==> src/rtl/core/vrle_pkg.sv <==
// Shared types, constants and helpers of the voxel run-length encoder.
package vrle_pkg;

  localparam int MAX_SIDE_POWER = 10;
  localparam int POWER_W        = 4;
  localparam int VOXEL_W        = 8;
  localparam int COUNT_W        = 31;
  localparam int SEEN_W         = 31;
  localparam int SUM_W          = 5;
  localparam int REG_INDEX_W    = 2;

  localparam logic [REG_INDEX_W-1:0] REG_WIDTH_POWER  = 2'd0;
  localparam logic [REG_INDEX_W-1:0] REG_HEIGHT_POWER = 2'd1;
  localparam logic [REG_INDEX_W-1:0] REG_DEPTH_POWER  = 2'd2;

  localparam int QUEUE_DEPTH = 2;
  localparam int QPTR_W      = 1;
  localparam int QCOUNT_W    = 2;

  typedef struct packed {
    logic                has_hdr;
    logic                has_mid;
    logic                has_end;
    logic [POWER_W-1:0]  wp;
    logic [POWER_W-1:0]  hp;
    logic [POWER_W-1:0]  dp;
    logic [VOXEL_W-1:0]  mid_value;
    logic [COUNT_W-1:0]  mid_count;
    logic [VOXEL_W-1:0]  end_value;
    logic [COUNT_W-1:0]  end_count;
  } cmd_t;

  function automatic logic [POWER_W-1:0] clamp_power(input logic [POWER_W-1:0] p);
    if (p > POWER_W'(MAX_SIDE_POWER)) begin
      return POWER_W'(MAX_SIDE_POWER);
    end
    return p;
  endfunction

endpackage

==> src/rtl/core/vrle_front.sv <==
// Front end: accepts voxels, tracks the current run and emits output requests.
module vrle_front (
  input  logic                       clk,
  input  logic                       rst,
  input  logic                       in_valid,
  output logic                       in_ready,
  input  logic [vrle_pkg::VOXEL_W-1:0] voxel,
  input  logic [vrle_pkg::POWER_W-1:0] wp,
  input  logic [vrle_pkg::POWER_W-1:0] hp,
  input  logic [vrle_pkg::POWER_W-1:0] dp,
  output logic                       push_valid,
  input  logic                       push_ready,
  output vrle_pkg::cmd_t             push_cmd
);
  import vrle_pkg::*;

  logic               first_pending;
  logic [VOXEL_W-1:0] run_value;
  logic [COUNT_W-1:0] run_count;
  logic [SEEN_W-1:0]  voxels_seen;

  logic               accept;
  logic [SUM_W-1:0]   size_sum;
  logic [SEEN_W-1:0]  total;
  logic [SEEN_W-1:0]  seen_next;
  logic [VOXEL_W-1:0] value_next;
  logic [COUNT_W-1:0] count_next;
  logic               emit_mid;
  logic               vol_end;

  assign in_ready = push_ready;
  assign accept   = in_valid && in_ready;
  assign size_sum = SUM_W'(wp) + SUM_W'(hp) + SUM_W'(dp);
  assign total    = SEEN_W'(1) << size_sum;

  always_comb begin
    emit_mid   = 1'b0;
    value_next = voxel;
    count_next = COUNT_W'(1);
    if (first_pending) begin
      seen_next = SEEN_W'(1);
    end else begin
      seen_next = voxels_seen + SEEN_W'(1);
      if (voxel == run_value) begin
        value_next = run_value;
        count_next = run_count + COUNT_W'(1);
      end else begin
        emit_mid = 1'b1;
      end
    end
    vol_end = (seen_next >= total);
  end

  always_comb begin
    push_cmd.has_hdr   = first_pending;
    push_cmd.has_mid   = emit_mid;
    push_cmd.has_end   = vol_end;
    push_cmd.wp        = wp;
    push_cmd.hp        = hp;
    push_cmd.dp        = dp;
    push_cmd.mid_value = run_value;
    push_cmd.mid_count = run_count;
    push_cmd.end_value = value_next;
    push_cmd.end_count = count_next;
  end

  assign push_valid = accept && (first_pending || emit_mid || vol_end);

  always_ff @(posedge clk) begin
    if (rst) begin
      first_pending <= 1'b1;
      run_value     <= '0;
      run_count     <= '0;
      voxels_seen   <= '0;
    end else if (accept) begin
      if (vol_end) begin
        first_pending <= 1'b1;
        run_value     <= '0;
        run_count     <= '0;
        voxels_seen   <= '0;
      end else begin
        first_pending <= 1'b0;
        run_value     <= value_next;
        run_count     <= count_next;
        voxels_seen   <= seen_next;
      end
    end
  end

endmodule

==> src/rtl/core/vrle_queue.sv <==
// Two-entry request queue between the front end and the byte serializer.
module vrle_queue (
  input  logic           clk,
  input  logic           rst,
  input  logic           push_valid,
  output logic           push_ready,
  input  vrle_pkg::cmd_t push_cmd,
  output logic           pop_valid,
  input  logic           pop_ready,
  output vrle_pkg::cmd_t pop_cmd
);
  import vrle_pkg::*;

  cmd_t                entries [QUEUE_DEPTH];
  logic [QPTR_W-1:0]   wr_ptr;
  logic [QPTR_W-1:0]   rd_ptr;
  logic [QCOUNT_W-1:0] fill;
  logic                do_push;
  logic                do_pop;

  assign push_ready = (fill != QCOUNT_W'(QUEUE_DEPTH));
  assign pop_valid  = (fill != '0);
  assign pop_cmd    = entries[rd_ptr];
  assign do_push    = push_valid && push_ready;
  assign do_pop     = pop_valid && pop_ready;

  always_ff @(posedge clk) begin
    if (do_push) begin
      entries[wr_ptr] <= push_cmd;
    end
  end

  always_ff @(posedge clk) begin
    if (rst) begin
      wr_ptr <= '0;
      rd_ptr <= '0;
      fill   <= '0;
    end else begin
      if (do_push) begin
        wr_ptr <= wr_ptr + QPTR_W'(1);
      end
      if (do_pop) begin
        rd_ptr <= rd_ptr + QPTR_W'(1);
      end
      if (do_push && !do_pop) begin
        fill <= fill + QCOUNT_W'(1);
      end else if (do_pop && !do_push) begin
        fill <= fill - QCOUNT_W'(1);
      end
    end
  end

endmodule

==> src/rtl/core/vrle_back.sv <==
// Back end: turns one queued request into its header, value and count bytes.
module vrle_back (
  input  logic                         clk,
  input  logic                         rst,
  input  logic                         pop_valid,
  output logic                         pop_ready,
  input  vrle_pkg::cmd_t               pop_cmd,
  output logic                         out_valid,
  input  logic                         out_ready,
  output logic [vrle_pkg::VOXEL_W-1:0] out_byte,
  output logic                         last_of_item,
  output logic                         end_of_stream
);
  import vrle_pkg::*;

  localparam int SLOT_W = 4;
  localparam logic [SLOT_W-1:0] SLOT_WP     = 4'd0;
  localparam logic [SLOT_W-1:0] SLOT_HP     = 4'd1;
  localparam logic [SLOT_W-1:0] SLOT_DP     = 4'd2;
  localparam logic [SLOT_W-1:0] SLOT_MID_V  = 4'd3;
  localparam logic [SLOT_W-1:0] SLOT_MID_C0 = 4'd4;
  localparam logic [SLOT_W-1:0] SLOT_MID_C1 = 4'd5;
  localparam logic [SLOT_W-1:0] SLOT_MID_C2 = 4'd6;
  localparam logic [SLOT_W-1:0] SLOT_MID_C3 = 4'd7;
  localparam logic [SLOT_W-1:0] SLOT_END_V  = 4'd8;
  localparam logic [SLOT_W-1:0] SLOT_END_C0 = 4'd9;
  localparam logic [SLOT_W-1:0] SLOT_END_C1 = 4'd10;
  localparam logic [SLOT_W-1:0] SLOT_END_C2 = 4'd11;
  localparam logic [SLOT_W-1:0] SLOT_END_C3 = 4'd12;

  cmd_t              cmd;
  logic              busy;
  logic [SLOT_W-1:0] slot;
  logic [SLOT_W-1:0] slot_next;
  logic [SLOT_W-1:0] start_slot;
  logic [SLOT_W-1:0] last_slot;
  logic              at_last;
  logic              take;

  always_comb begin
    if (pop_cmd.has_hdr) begin
      start_slot = SLOT_WP;
    end else if (pop_cmd.has_mid) begin
      start_slot = SLOT_MID_V;
    end else begin
      start_slot = SLOT_END_V;
    end
    if (cmd.has_end) begin
      last_slot = SLOT_END_C3;
    end else if (cmd.has_mid) begin
      last_slot = SLOT_MID_C3;
    end else begin
      last_slot = SLOT_DP;
    end
  end

  // After a header, the final pair follows directly when no run closed and the volume ends.
  always_comb begin
    if (slot == SLOT_DP) begin
      slot_next = cmd.has_mid ? SLOT_MID_V : SLOT_END_V;
    end else begin
      slot_next = slot + SLOT_W'(1);
    end
  end

  assign at_last   = (slot == last_slot);
  assign out_valid = busy;
  assign take      = out_valid && out_ready;
  assign pop_ready = !busy || (take && at_last);

  assign last_of_item  = at_last;
  assign end_of_stream = at_last && cmd.has_end;

  always_comb begin
    case (slot)
      SLOT_WP:     out_byte = VOXEL_W'(cmd.wp);
      SLOT_HP:     out_byte = VOXEL_W'(cmd.hp);
      SLOT_DP:     out_byte = VOXEL_W'(cmd.dp);
      SLOT_MID_V:  out_byte = cmd.mid_value;
      SLOT_MID_C0: out_byte = cmd.mid_count[7:0];
      SLOT_MID_C1: out_byte = cmd.mid_count[15:8];
      SLOT_MID_C2: out_byte = cmd.mid_count[23:16];
      SLOT_MID_C3: out_byte = {1'b0, cmd.mid_count[30:24]};
      SLOT_END_V:  out_byte = cmd.end_value;
      SLOT_END_C0: out_byte = cmd.end_count[7:0];
      SLOT_END_C1: out_byte = cmd.end_count[15:8];
      SLOT_END_C2: out_byte = cmd.end_count[23:16];
      SLOT_END_C3: out_byte = {1'b0, cmd.end_count[30:24]};
      default:     out_byte = '0;
    endcase
  end

  always_ff @(posedge clk) begin
    if (pop_valid && pop_ready) begin
      cmd <= pop_cmd;
    end
  end

  always_ff @(posedge clk) begin
    if (rst) begin
      busy <= 1'b0;
      slot <= '0;
    end else if (pop_valid && pop_ready) begin
      busy <= 1'b1;
      slot <= start_slot;
    end else if (take) begin
      if (at_last) begin
        busy <= 1'b0;
      end else begin
        slot <= slot_next;
      end
    end
  end

endmodule

==> src/rtl/core/voxel_run_length_encoder_top.sv <==
// Top level of the voxel run-length encoder: size registers, front end, queue and serializer.
//
// Voxels are taken one per cycle while the two-entry request queue has room.
// A voxel that extends the current run produces no bytes; the first voxel of
// a volume produces three header bytes, a voxel that ends a run produces five
// bytes (value, then a four-byte count of 31 bits, least significant byte
// first), and the last voxel of a volume adds its final five-byte pair. The
// byte serializer sends one byte per cycle while out_ready is high, so it sets
// the sustained rate: five bytes per voxel when every voxel differs, eight for
// a one-voxel volume and ten for a volume's last voxel that also closes a run.
// Size powers above 10 are treated as 10. The size registers
// are written through cfg_we/cfg_index/cfg_data and must be stable while a
// volume is being encoded for the header to match the volume length.
module voxel_run_length_encoder_top (
  input  logic                             clk,
  input  logic                             rst,
  input  logic                             cfg_we,
  input  logic [vrle_pkg::REG_INDEX_W-1:0] cfg_index,
  input  logic [vrle_pkg::POWER_W-1:0]     cfg_data,
  input  logic                             in_valid,
  output logic                             in_ready,
  input  logic [vrle_pkg::VOXEL_W-1:0]     voxel,
  output logic                             out_valid,
  input  logic                             out_ready,
  output logic [vrle_pkg::VOXEL_W-1:0]     out_byte,
  output logic                             last_of_item,
  output logic                             end_of_stream
);
  import vrle_pkg::*;

  logic [POWER_W-1:0] width_power;
  logic [POWER_W-1:0] height_power;
  logic [POWER_W-1:0] depth_power;

  logic push_valid;
  logic push_ready;
  cmd_t push_cmd;
  logic pop_valid;
  logic pop_ready;
  cmd_t pop_cmd;

  always_ff @(posedge clk) begin
    if (rst) begin
      width_power  <= '0;
      height_power <= '0;
      depth_power  <= '0;
    end else if (cfg_we) begin
      case (cfg_index)
        REG_WIDTH_POWER:  width_power  <= cfg_data;
        REG_HEIGHT_POWER: height_power <= cfg_data;
        REG_DEPTH_POWER:  depth_power  <= cfg_data;
        default: ;
      endcase
    end
  end

  vrle_front u_front (
    .clk        (clk),
    .rst        (rst),
    .in_valid   (in_valid),
    .in_ready   (in_ready),
    .voxel      (voxel),
    .wp         (clamp_power(width_power)),
    .hp         (clamp_power(height_power)),
    .dp         (clamp_power(depth_power)),
    .push_valid (push_valid),
    .push_ready (push_ready),
    .push_cmd   (push_cmd)
  );

  vrle_queue u_queue (
    .clk        (clk),
    .rst        (rst),
    .push_valid (push_valid),
    .push_ready (push_ready),
    .push_cmd   (push_cmd),
    .pop_valid  (pop_valid),
    .pop_ready  (pop_ready),
    .pop_cmd    (pop_cmd)
  );

  vrle_back u_back (
    .clk           (clk),
    .rst           (rst),
    .pop_valid     (pop_valid),
    .pop_ready     (pop_ready),
    .pop_cmd       (pop_cmd),
    .out_valid     (out_valid),
    .out_ready     (out_ready),
    .out_byte      (out_byte),
    .last_of_item  (last_of_item),
    .end_of_stream (end_of_stream)
  );

endmodule
==> config.mk <==
export PLATFORM = sky130hd
export DESIGN_NAME = voxel_run_length_encoder_top
export DESIGN_NICKNAME = d
export VERILOG_FILES = /design/src/rtl/core/vrle_pkg.sv /design/src/rtl/core/vrle_front.sv /design/src/rtl/core/vrle_queue.sv /design/src/rtl/core/vrle_back.sv /design/src/rtl/core/voxel_run_length_encoder_top.sv
export SDC_FILE = /design/constraint.sdc
export NUM_CORES = 1
export LEC_CHECK = 0
export BUFFER_PORTS_ARGS = -buffer_cell sky130_fd_sc_hd__buf_2
export CORE_UTILIZATION = 40
export DETAILED_ROUTE_END_ITERATION = 7
export GPL_ROUTABILITY_DRIVEN = 0
export HOLD_SLACK_MARGIN = 0.03
export SYNTH_ARGS = -nofsm -noshare
export SYNTH_HDL_FRONTEND = slang
export SYNTH_SLANG_ARGS = --single-unit
export TNS_END_PERCENT = 5
==> constraint.sdc <==
create_clock -name clk -period 20.3 [get_ports clk]
set_input_delay 4.06 -clock clk [delete_from_list [all_inputs] [get_ports clk]]
set_output_delay 4.06 -clock clk [all_outputs]
set_load 0.01 [all_outputs]
==> parameters.txt, run 1 <==
Parameter                              Value

Run status
  Result of the run    finished, final reports clean

Pwr
  Switching power total    738 µW
  Sequential share of power    0.476
  Total internal power    1620 µW
  Logic pwr share    0.220
  Clk pwr share    0.305
  Total power    2350 µW
  Sw Ratio    0.313
  Maximum vdd drop    0.0607 mV
  Power per cell area    127 nW/µm²
  Leakage power total    0.00626 µW

Clocking
  Post-CTS setup repair buffer count    0
  Buffer cell driving the clock tree root    sky130_fd_sc_hd__clkbuf_16
  Post-CTS Hold Fix Bufs    0
  Clock tree from TritonCTS    built
  CTS Buffer Depth    3
  CTS-repair resized insts    0
  Clk_lat worst skew    0.57 ns
  Number of CTS-inserted buffers    40
  H-tree levels    2
  CTS clock-pin slew for the worst setup and hold paths    0.06 ns
  CTS sink count    371

Finish
  Highest-count cells in the layout ignoring fill and taps    sky130_fd_sc_hd__edfxtp_1, sky130_fd_sc_hd__nand2_1, sky130_fd_sc_hd__mux2_2
  Post-layout net count    1385
  Proportion of layout cells with a drive suffix above 1    0.163
  Antenna fix cells    0
  Post-route non-filler standard cell count    1884
  Final core occ    0.452
  Area overhead of the layout relative to synthesis    11.3%
  Most common cell after layout, fill and taps aside    sky130_fd_sc_hd__edfxtp_1

Die
  Starting utilization of the core area    0.406
  Core region area    40900 µm²
  Die boundary height    206 µm
  X dimension of the die    206 µm
  Die Area    42300 µm²
  Number of top-level design ports    31
  Standard-cell rows    74

Drt
  Length of routed met3 wiring    1940 µm
  Detailed Route WL    40300 µm
  Met1 Routed Length    18400 µm
  Via count    10695
  WL per Instance    21.4 µm
  Met2 WL    19000 µm
  Detail Route Antenna Nets    0
  Via/cell ratio    5.68
  DRC violation count after routing    0
  Max Used Layer    met4
  Drt first pass iters    6
  Drt initial violations    894

Global routing
  Final global-route overflow total    0
  Global-route wire length before repair    61700 µm
  Maximum number of pins on one net before global-route repair    76
  Via count of the first global-routing pass    10450
  Antenna violations before repair    0
  GRT Overall Usage    0.193

Timing
  Hold Vio Cnt, Final    0
  Slack of the critical path    12.90 ns
  Relative slew slack    0.171
  Highest clock rate    0.135 GHz
  Transition at the pin with the smallest max-transition slack    1.24 ns
  Number of setup violations in the final report    0
  Portion of the clock cycle consumed by the worst path in the final layout    0.365
  Fin Setup TNS    0 ns
  Worst-case clock skew    0.0347 ns
  Pins over their slew limit    0
  Shortest period the worst path allows    7.40 ns
  Unrepaired setup endpoints after global routing    false

Placement
  Placed Cells incl. Taps    1810
  Setup Slack @ Placement    13.23 ns
  Post-DP HPWL    25300 µm
  Port bufs    30

Logic synthesis
  Fraction of registers with async set/reset    0
  Count of mapped cells out of synthesis    1320
  Number of nets produced by synthesis    1385
  Area fraction of the dominant cell type after synthesis    0.503
  Mean cell area of the mapped netlist    12.6 µm²
  Number of synthesized flops with an enable pin    278
  Primary FF master, synth    sky130_fd_sc_hd__edfxtp_1
  Register bit total from synthesis    371
  Total number of yosys warnings    0
  Ranking of synthesized cells by area    sky130_fd_sc_hd__edfxtp_1, sky130_fd_sc_hd__dfxtp_1, sky130_fd_sc_hd__mux2_2, sky130_fd_sc_hd__ha_1, sky130_fd_sc_hd__nand2_1
  Cell type with the largest total area after synthesis    sky130_fd_sc_hd__edfxtp_1
  Count of cell types in the netlist    68
  Cell area after synthesis    16600 µm²
  Part of the Yosys area used for sequential elements    0.615

Hold path
  Number of cells on the worst hold path    2
  Classification of the worst-slack hold path    register to register

Worst setup path
  Highest net fanout along the worst path    27
  Worst Setup End Kind    output pin
  Startpoint-to-endpoint class of the critical path    register to output pin
  R2R depth    15
  Data required time of the worst path    16.24 ns
  Crit path arrival time    3.34 ns
  Sort of element at the start of the critical path    register

Job
  Max capacitance violation total    0
## per-stage QoR
| stage | instance area, µm² | hold WS, ns |
|---|---|---|
| floorplan | 16600 | 0.420 |
| global placement | 17200 | 0.472 |
| detailed placement | 17200 | 0.488 |
| CTS | 18500 | 0.498 |
| global route | 18500 | 0.509 |
| finish | 18500 | 0.496 |
## Yosys cell counts (14+ instances only)
| master | number |
|---|---|
| sky130_fd_sc_hd__edfxtp_1 | 278 |
| sky130_fd_sc_hd__xor2_1 | 36 |
| sky130_fd_sc_hd__inv_1 | 22 |
| sky130_fd_sc_hd__nor2_1 | 91 |
| sky130_fd_sc_hd__clkbuf_1 | 66 |
| sky130_fd_sc_hd__a22oi_1 | 33 |
| sky130_fd_sc_hd__nor3_1 | 26 |
| sky130_fd_sc_hd__nand2_1 | 100 |
| sky130_fd_sc_hd__nand4_1 | 58 |
| sky130_fd_sc_hd__a21oi_1 | 67 |
| sky130_fd_sc_hd__a32o_1 | 15 |
| sky130_fd_sc_hd__nand3_1 | 43 |
| sky130_fd_sc_hd__ha_1 | 41 |
| sky130_fd_sc_hd__nor4_1 | 14 |
| sky130_fd_sc_hd__and3_1 | 29 |
| sky130_fd_sc_hd__dfxtp_1 | 93 |
| sky130_fd_sc_hd__mux2_2 | 93 |
| sky130_fd_sc_hd__xnor2_1 | 35 |
| sky130_fd_sc_hd__o21ai_0 | 17 |
## final cells by class
type,instances,area [µm²]
Sequential cell,371,10200
Clock buffer,52,1070
Inverter,24,92.6
Timing Repair Buffer,44,255
Clock inverter,22,240
Multi-Input combinational cell,839,5950
Fill cell,3681,22400
Tap cell,532,666
## per-layer routing
metal / track usage / vias to the layer above
met4: 0.0648 / 0
met1: 0.265 / 5335
li1: - / 5006
met2: 0.310 / 292
met5: 0 / -
met3: 0.0288 / 62
## final timing paths
check	start	endpoint	slack, ns
setup / recovery	u_back.slot[0]	out_byte[1]	12.90
hold / removal	u_front.voxels_seen[8]	u_front.voxels_seen[8]	0.50
setup reg to reg	depth_power[3]	u_queue.entries[0][59]	13.55
hold reg to reg	u_front.voxels_seen[8]	u_front.voxels_seen[8]	0.50
## flip-flops by register name, summed over array words and instances, names as in the netlist, named ones only
signal / cells
u_queue.rd_ptr: 1
height_power: 4
width_power: 4
u_front.run_count: 31
u_front.voxels_seen: 31
u_back.slot: 4
u_back.cmd: 92
u_front.run_value: 8
u_queue.entries: 186
u_queue.wr_ptr: 1
depth_power: 4
u_queue.fill: 2
u_front.first_pending: 1
u_back.out_valid: 1
## power by group through the flow
stage / clock network (µW) / registers (µW) / logic [µW]
global route: 764 / 1130 / 559
global placement: 0 / 1130 / 511
detailed placement: 0 / 1140 / 518
CTS: 734 / 1120 / 521
floorplan: 0 / 1090 / 366
finish: 717 / 1120 / 517
## kinds of logic after synthesis
logic type	Yosys count	synth area share
adders and majority gates	46	0.0369
xor gates and xnor gates	71	0.0374
buffers and inverters	110	0.0286
muxes	104	0.0697
DFF	371	0.615
AOI/OAI and AO/OA	203	0.0853
and+or+nand+nor	415	0.127
## critical path: stages, from the launching register on
cell                       delay [ns]
sky130_fd_sc_hd__dfxtp_1         0.41
sky130_fd_sc_hd__inv_1           0.15
sky130_fd_sc_hd__ha_1            1.00
sky130_fd_sc_hd__a22oi_1         0.17
sky130_fd_sc_hd__nand2_1         0.15
sky130_fd_sc_hd__a211oi_1        0.06
sky130_fd_sc_hd__a311oi_1        0.30
sky130_fd_sc_hd__a41oi_1         0.07
sky130_fd_sc_hd__o21ai_0         0.24
sky130_fd_sc_hd__buf_2           0.23
(Power assumes the default switching activity.)
==> inputs of run 2 (changes only) <==
==> constraint.sdc (replaced) <==
create_clock -name clk -period 6.4 [get_ports clk]
set_input_delay 1.28 -clock clk [delete_from_list [all_inputs] [get_ports clk]]
set_output_delay 1.28 -clock clk [all_outputs]
set_load 0.01 [all_outputs]
==> parameters.txt, run 2 (synthesis gave the netlist of run 1 again) <==
Parameter                              Value

Worst setup path
  Critical R2R Launch    depth_power[3]
  Data required time of the worst path    6.59 ns
  Capture instance of the worst register-to-register path    u_queue.entries[0][77]
  Startpoint-to-endpoint class of the critical path    register to register
  Crit path arrival time    5.78 ns
  R2R depth    17
  Worst Setup End Kind    register
  Highest net fanout along the worst path    68
  Sort of element at the start of the critical path    register
  Last element of the critical path    u_queue.entries[0][77]
  R2R setup slack    0.81 ns
  CP Launch Point    depth_power[3]

Finish
  Most common cell after layout, fill and taps aside    sky130_fd_sc_hd__edfxtp_1
  Area of the multi-input gates    5990 µm²
  Regs by FF count    u_queue.entries x186, u_back.cmd x92
  Proportion of layout cells with a drive suffix above 1    0.179
  Highest-count cells in the layout ignoring fill and taps    sky130_fd_sc_hd__edfxtp_1, sky130_fd_sc_hd__nand2_1, sky130_fd_sc_hd__mux2_2
  Post-route non-filler standard cell count    1893
  Post-Layout Inst Area    18700 µm²
  Register Area    10200 µm²
  Antenna fix cells    0
  Post-layout net count    1395
  Area overhead of the layout relative to synthesis    12.4%
  Max FFs per register    186
  Number of fill cells    3694
  Register ranked first by flip-flop count    u_queue.entries

Timing
  Slack of the critical path    0.810 ns
  Worst-case clock skew    0.0144 ns
  Hold Vio Cnt, Final    0
  Pins over their slew limit    0
  Shortest period the worst path allows    5.59 ns
  Relative slew slack    0.352
  Unrepaired setup endpoints after global routing    false
  Number of setup violations in the final report    0
  Portion of the clock cycle consumed by the worst path in the final layout    0.873
  Highest clock rate    0.179 GHz
  Transition at the pin with the smallest max-transition slack    0.969 ns
  Final worst hold slack    0.490 ns

Drt
  DRC violation count after routing    0
  Via count    10625
  Detail Route Antenna Nets    0
  Drt first pass iters    6
  Drt initial violations    905
  WL per Instance    21.0 µm
  Via/cell ratio    5.61
  Detailed Route WL    39700 µm

Die
  Core region area    40900 µm²
  Number of top-level design ports    31
  Die boundary height    206 µm
  X dimension of the die    206 µm
  Die Area    42300 µm²
  Starting utilization of the core area    0.406
  Standard-cell rows    74

Clocking
  CTS sink count    371
  H-tree levels    2
  CTS Buffer Depth    3
  Buffer cell driving the clock tree root    sky130_fd_sc_hd__clkbuf_16
  CTS-repair resized insts    0
  Number of CTS-inserted buffers    40
  Post-CTS Hold Fix Bufs    0
  Clk_lat worst skew    0.55 ns
  CTS clock-pin slew for the worst setup and hold paths    0.06 ns
  Clock tree from TritonCTS    built
  Post-CTS setup repair buffer count    0

Global routing
  Antenna violations before repair    0
  Via count of the first global-routing pass    10481
  Maximum number of pins on one net before global-route repair    69
  Final global-route overflow total    0
  GRT Overall Usage    0.190
  Global-route wire length before repair    61000 µm

Placement
  Post-DP HPWL    25400 µm
  Placed cell areas    17300 µm²
  Placed Cells incl. Taps    1820
  Setup Slack @ Placement    0.889 ns
  Port bufs    30

Run status
  Result of the run    finished, final reports clean

Pwr
  Total power    7540 µW
  Logic pwr share    0.224
  Leakage power total    0.00636 µW
  Sequential share of power    0.466
  Power per cell area    404 nW/µm²
  Total internal power    5240 µW
  Sw Ratio    0.305
  Switching power total    2300 µW
  Maximum vdd drop    0.325 mV
  Clk pwr share    0.311

Job
  Max capacitance violation total    0

Hold path
  Classification of the worst-slack hold path    register to register
## run 2: cell count changes in the layout (fill, tap and decap cells not counted), moves of 3 or more
cell	delta
sky130_fd_sc_hd__clkinv_2	+3
sky130_fd_sc_hd__buf_12	+3
sky130_fd_sc_hd__buf_4	+7
sky130_fd_sc_hd__clkbuf_1	-5
## run 2: worst min path at each step
stage / from / endpoint / slack [ns] / depth (start not counted)
3_3_place_gp: u_front.voxels_seen[30] / u_front.voxels_seen[30] / 0.47 / 2
5_1_grt: u_front.voxels_seen[30] / u_front.voxels_seen[30] / 0.51 / 2
3_5_place_dp: u_front.run_value[6] / u_queue.entries[1][76] / 0.48 / 0
2_1_floorplan: u_front.run_count[2] / u_queue.entries[0][41] / 0.42 / 0
4_1_cts: u_front.voxels_seen[30] / u_front.voxels_seen[30] / 0.49 / 2
6_report: u_front.voxels_seen[30] / u_front.voxels_seen[30] / 0.49 / 2
## run 2: power groups by stage
stage / Combinational (µW) / Sequential, µW / Clock [µW]
floorplan: 1170 / 3440 / 0
global placement: 1690 / 3550 / 0
detailed placement: 1690 / 3560 / 0
CTS: 1710 / 3520 / 2400
global route: 1830 / 3560 / 2500
finish: 1680 / 3510 / 2340
## run 2: through the flow
stage           util  setup TNS, ns
3_3_place_gp   0.423              0
4_1_cts        0.456              0
3_5_place_dp   0.423              0
2_1_floorplan      -         -16.72
5_1_grt        0.456              0
6_report       0.456              0
## run 2: critical path, cell delays in order (launching register included)
cell and delay [ns]:
sky130_fd_sc_hd__dfxtp_2 0.35, sky130_fd_sc_hd__a21o_1 0.22, sky130_fd_sc_hd__fa_1 0.56, sky130_fd_sc_hd__ha_2 0.19, sky130_fd_sc_hd__inv_2 0.04, sky130_fd_sc_hd__fa_2 0.35, sky130_fd_sc_hd__xor2_2 0.26, sky130_fd_sc_hd__nor2b_1 0.50
sky130_fd_sc_hd__nand2_1 0.13, sky130_fd_sc_hd__ha_1 0.34, sky130_fd_sc_hd__nand4_1 0.22, sky130_fd_sc_hd__nor3_1 0.25, sky130_fd_sc_hd__a211oi_1 0.13, sky130_fd_sc_hd__o211ai_1 0.48, sky130_fd_sc_hd__nor2_2 0.23, sky130_fd_sc_hd__buf_4 0.24
sky130_fd_sc_hd__a211oi_4 0.26, sky130_fd_sc_hd__buf_12 0.36
## run 2: layout make-up
class | instances | area share
Sequential cell | 371 | 0.547
Clock inverter | 25 | 0.0140
Inverter | 24 | 0.00496
Tap cell | 532 | 0.0357
Timing Repair Buffer | 54 | 0.0197
Multi-Input combinational cell | 839 | 0.321
Clock buffer | 48 | 0.0575
## run 2: layer usage
metal  vias up  part of all wire  global-route usage
li1       5002                 -                   -
met1      5269              0.44               0.249
met2       288              0.48               0.318
met3        66             0.051              0.0322
met4         0             0.025              0.0635
met5         -                 0                   0
==> inputs of run 3 (changes only) <==
==> constraint.sdc (replaced) <==
create_clock -name clk -period 6.4 [get_ports clk]
set_input_delay 0.96 -clock clk [delete_from_list [all_inputs] [get_ports clk]]
set_output_delay 0.96 -clock clk [all_outputs]
set_load 0.01 [all_outputs]
==> parameters.txt, run 3 (synthesis gave the netlist of run 1 again) <==
Parameter                              Value

Worst setup path
  Slowest-stage cell, CP    sky130_fd_sc_hd__a221oi_1
  Family with the most delay on the worst path    simple AND/OR/NAND/NOR gates
  R2R setup slack    0.84 ns
  Highest net fanout along the worst path    12
  Critical path's most frequent cell    sky130_fd_sc_hd__a21oi_1
  Data required time of the worst path    6.86 ns
  Worst Setup End Kind    register
  WP buf/inv    1
  Capture instance of the worst register-to-register path    u_queue.fill[1]
  Sort of element at the start of the critical path    register
  Critical R2R Launch    height_power[2]
  R2R depth    19
  CP Launch Point    height_power[2]
  Startpoint-to-endpoint class of the critical path    register to register
  Crit path arrival time    6.03 ns
  Longest individual stage delay on the worst path    0.59 ns
  Ordered list of cells on the worst path    nor2b_1 > fa_1 > ha_1 > a21o_1 > a21oi_1 > xnor2_1 > inv_1 > nor2_1 > nand2_1 > ha_1 > a21oi_1 > nand2_1 > a221oi_1 > a211oi_4 > nor2_2 > a21oi_1 > ha_1 > or3_1 > a21oi_1

Timing
  Hold Vio Cnt, Final    0
  Unrepaired setup endpoints after global routing    false
  Slack of the critical path    0.836 ns
  Relative slew slack    0.135
  Portion of the clock cycle consumed by the worst path in the final layout    0.869
  Transition at the pin with the smallest max-transition slack    1.30 ns
  Pins over their slew limit    0
  Worst-case clock skew    0.0257 ns
  Shortest period the worst path allows    5.56 ns
  Fin Setup TNS    0 ns
  Number of setup violations in the final report    0
  Highest clock rate    0.180 GHz

Die
  Standard-cell rows    74
  Starting utilization of the core area    0.406
  Core region area    40900 µm²
  Die boundary height    206 µm
  X dimension of the die    206 µm
  Die Area    42300 µm²
  Number of top-level design ports    31

Drt
  Drt first pass iters    5
  Detailed Route WL    40100 µm
  Via count    10852
  Via/cell ratio    5.74
  Drt initial violations    1033
  WL per Instance    21.2 µm
  DRC violation count after routing    0
  Detail Route Antenna Nets    0

Finish
  Most common cell after layout, fill and taps aside    sky130_fd_sc_hd__edfxtp_1
  Register Area    10200 µm²
  Post-layout net count    1392
  Proportion of layout cells with a drive suffix above 1    0.175
  Register ranked first by flip-flop count    u_queue.entries
  Max FFs per register    186
  Area of the multi-input gates    5990 µm²
  Antenna fix cells    0
  Regs by FF count    u_queue.entries x186, u_back.cmd x92
  Post-Layout Inst Area    18600 µm²
  Number of fill cells    3678
  Highest-count cells in the layout ignoring fill and taps    sky130_fd_sc_hd__edfxtp_1, sky130_fd_sc_hd__nand2_1, sky130_fd_sc_hd__mux2_2
  Area overhead of the layout relative to synthesis    12.1%

Placement
  Post-DP HPWL    25200 µm
  Port bufs    30
  Placed cell areas    17300 µm²
  Setup Slack @ Placement    0.896 ns

Hold path
  Hold path startpoint    u_front.voxels_seen[8]
  Number of cells on the worst hold path    2
  Worst Hold End    u_front.voxels_seen[8]
  Classification of the worst-slack hold path    register to register

Global routing
  GRT Overall Usage    0.190
  Antenna violations before repair    0
  Maximum number of pins on one net before global-route repair    69
  Global-route wire length before repair    61300 µm
  Final global-route overflow total    0
  Via count of the first global-routing pass    10453

Clocking
  CTS Buffer Depth    3
  CTS sink count    371
  Clk_lat worst skew    0.55 ns
  H-tree levels    2
  Post-CTS setup repair buffer count    0
  Post-CTS Hold Fix Bufs    0
  Clock tree from TritonCTS    built
  CTS-repair resized insts    0
  Buffer cell driving the clock tree root    sky130_fd_sc_hd__clkbuf_16
  Number of CTS-inserted buffers    40
  CTS clock-pin slew for the worst setup and hold paths    0.06 ns

Job
  Max capacitance violation total    0

Run status
  Result of the run    finished, final reports clean

Pwr
  Maximum vdd drop    0.241 mV
  Leakage power total    0.00632 µW
  Power per cell area    402 nW/µm²
==> run 3: metal layers <==
| layer | global-route usage | routed length [µm] |
|---|---|---|
| met5 | 0 | 0 |
| met2 | 0.317 | 19600 |
| met4 | 0.0521 | 730 |
| met3 | 0.0255 | 2160 |
| met1 | 0.258 | 17600 |
==> run 3: worst max path at each step <==
| stage | endpoint | slack (ns) | cells past startpoint |
|---|---|---|---|
| after CTS | u_queue.fill[1] | 0.86 | 19 |
| after floorplan | u_queue.entries[0][0] | -0.18 | 15 |
| after detailed placement | u_queue.fill[1] | 0.90 | 19 |
| final | u_queue.fill[1] | 0.84 | 19 |
| after global placement | u_queue.fill[1] | 1.07 | 19 |
| after global routing | u_queue.fill[1] | 0.46 | 21 |
==> run 3: report_power, final <==
group / switching (µW) / total (µW) / leakage, µW / internal [µW]
Sequential: 236 / 3500 / 0.00340 / 3260
Combinational: 1140 / 1710 / 0.00229 / 568
Clock: 946 / 2280 / 0.000630 / 1330
==> run 3: area by class of cell <==
| class | count | share of cell area |
|---|---|---|
| sequential | 371 | 0.549 |
| multi-input combinational | 839 | 0.322 |
| timing repair buffer | 51 | 0.0185 |
| clock inverter | 21 | 0.0118 |
| inverter | 24 | 0.00497 |
| clock buffer | 53 | 0.0586 |
| tap | 532 | 0.0358 |
==> run 3: tightest hold or removal path: stages, from the launching register on <==
cell	delay (ns)
sky130_fd_sc_hd__dfxtp_1	0.33
sky130_fd_sc_hd__nand2_1	0.06
sky130_fd_sc_hd__a21oi_1	0.05
==> run 3: stage by stage <==
stage          total power, µW   util  std cells  hold WS, ns
2_1_floorplan             4610      -       1320        0.420
3_3_place_gp              5240  0.423       1817        0.471
5_1_grt                   7790  0.455       1891        0.508
4_1_cts                   7550  0.455       1891        0.497
6_report                  7490  0.455       1891        0.496
3_5_place_dp              5260  0.423       1817        0.489
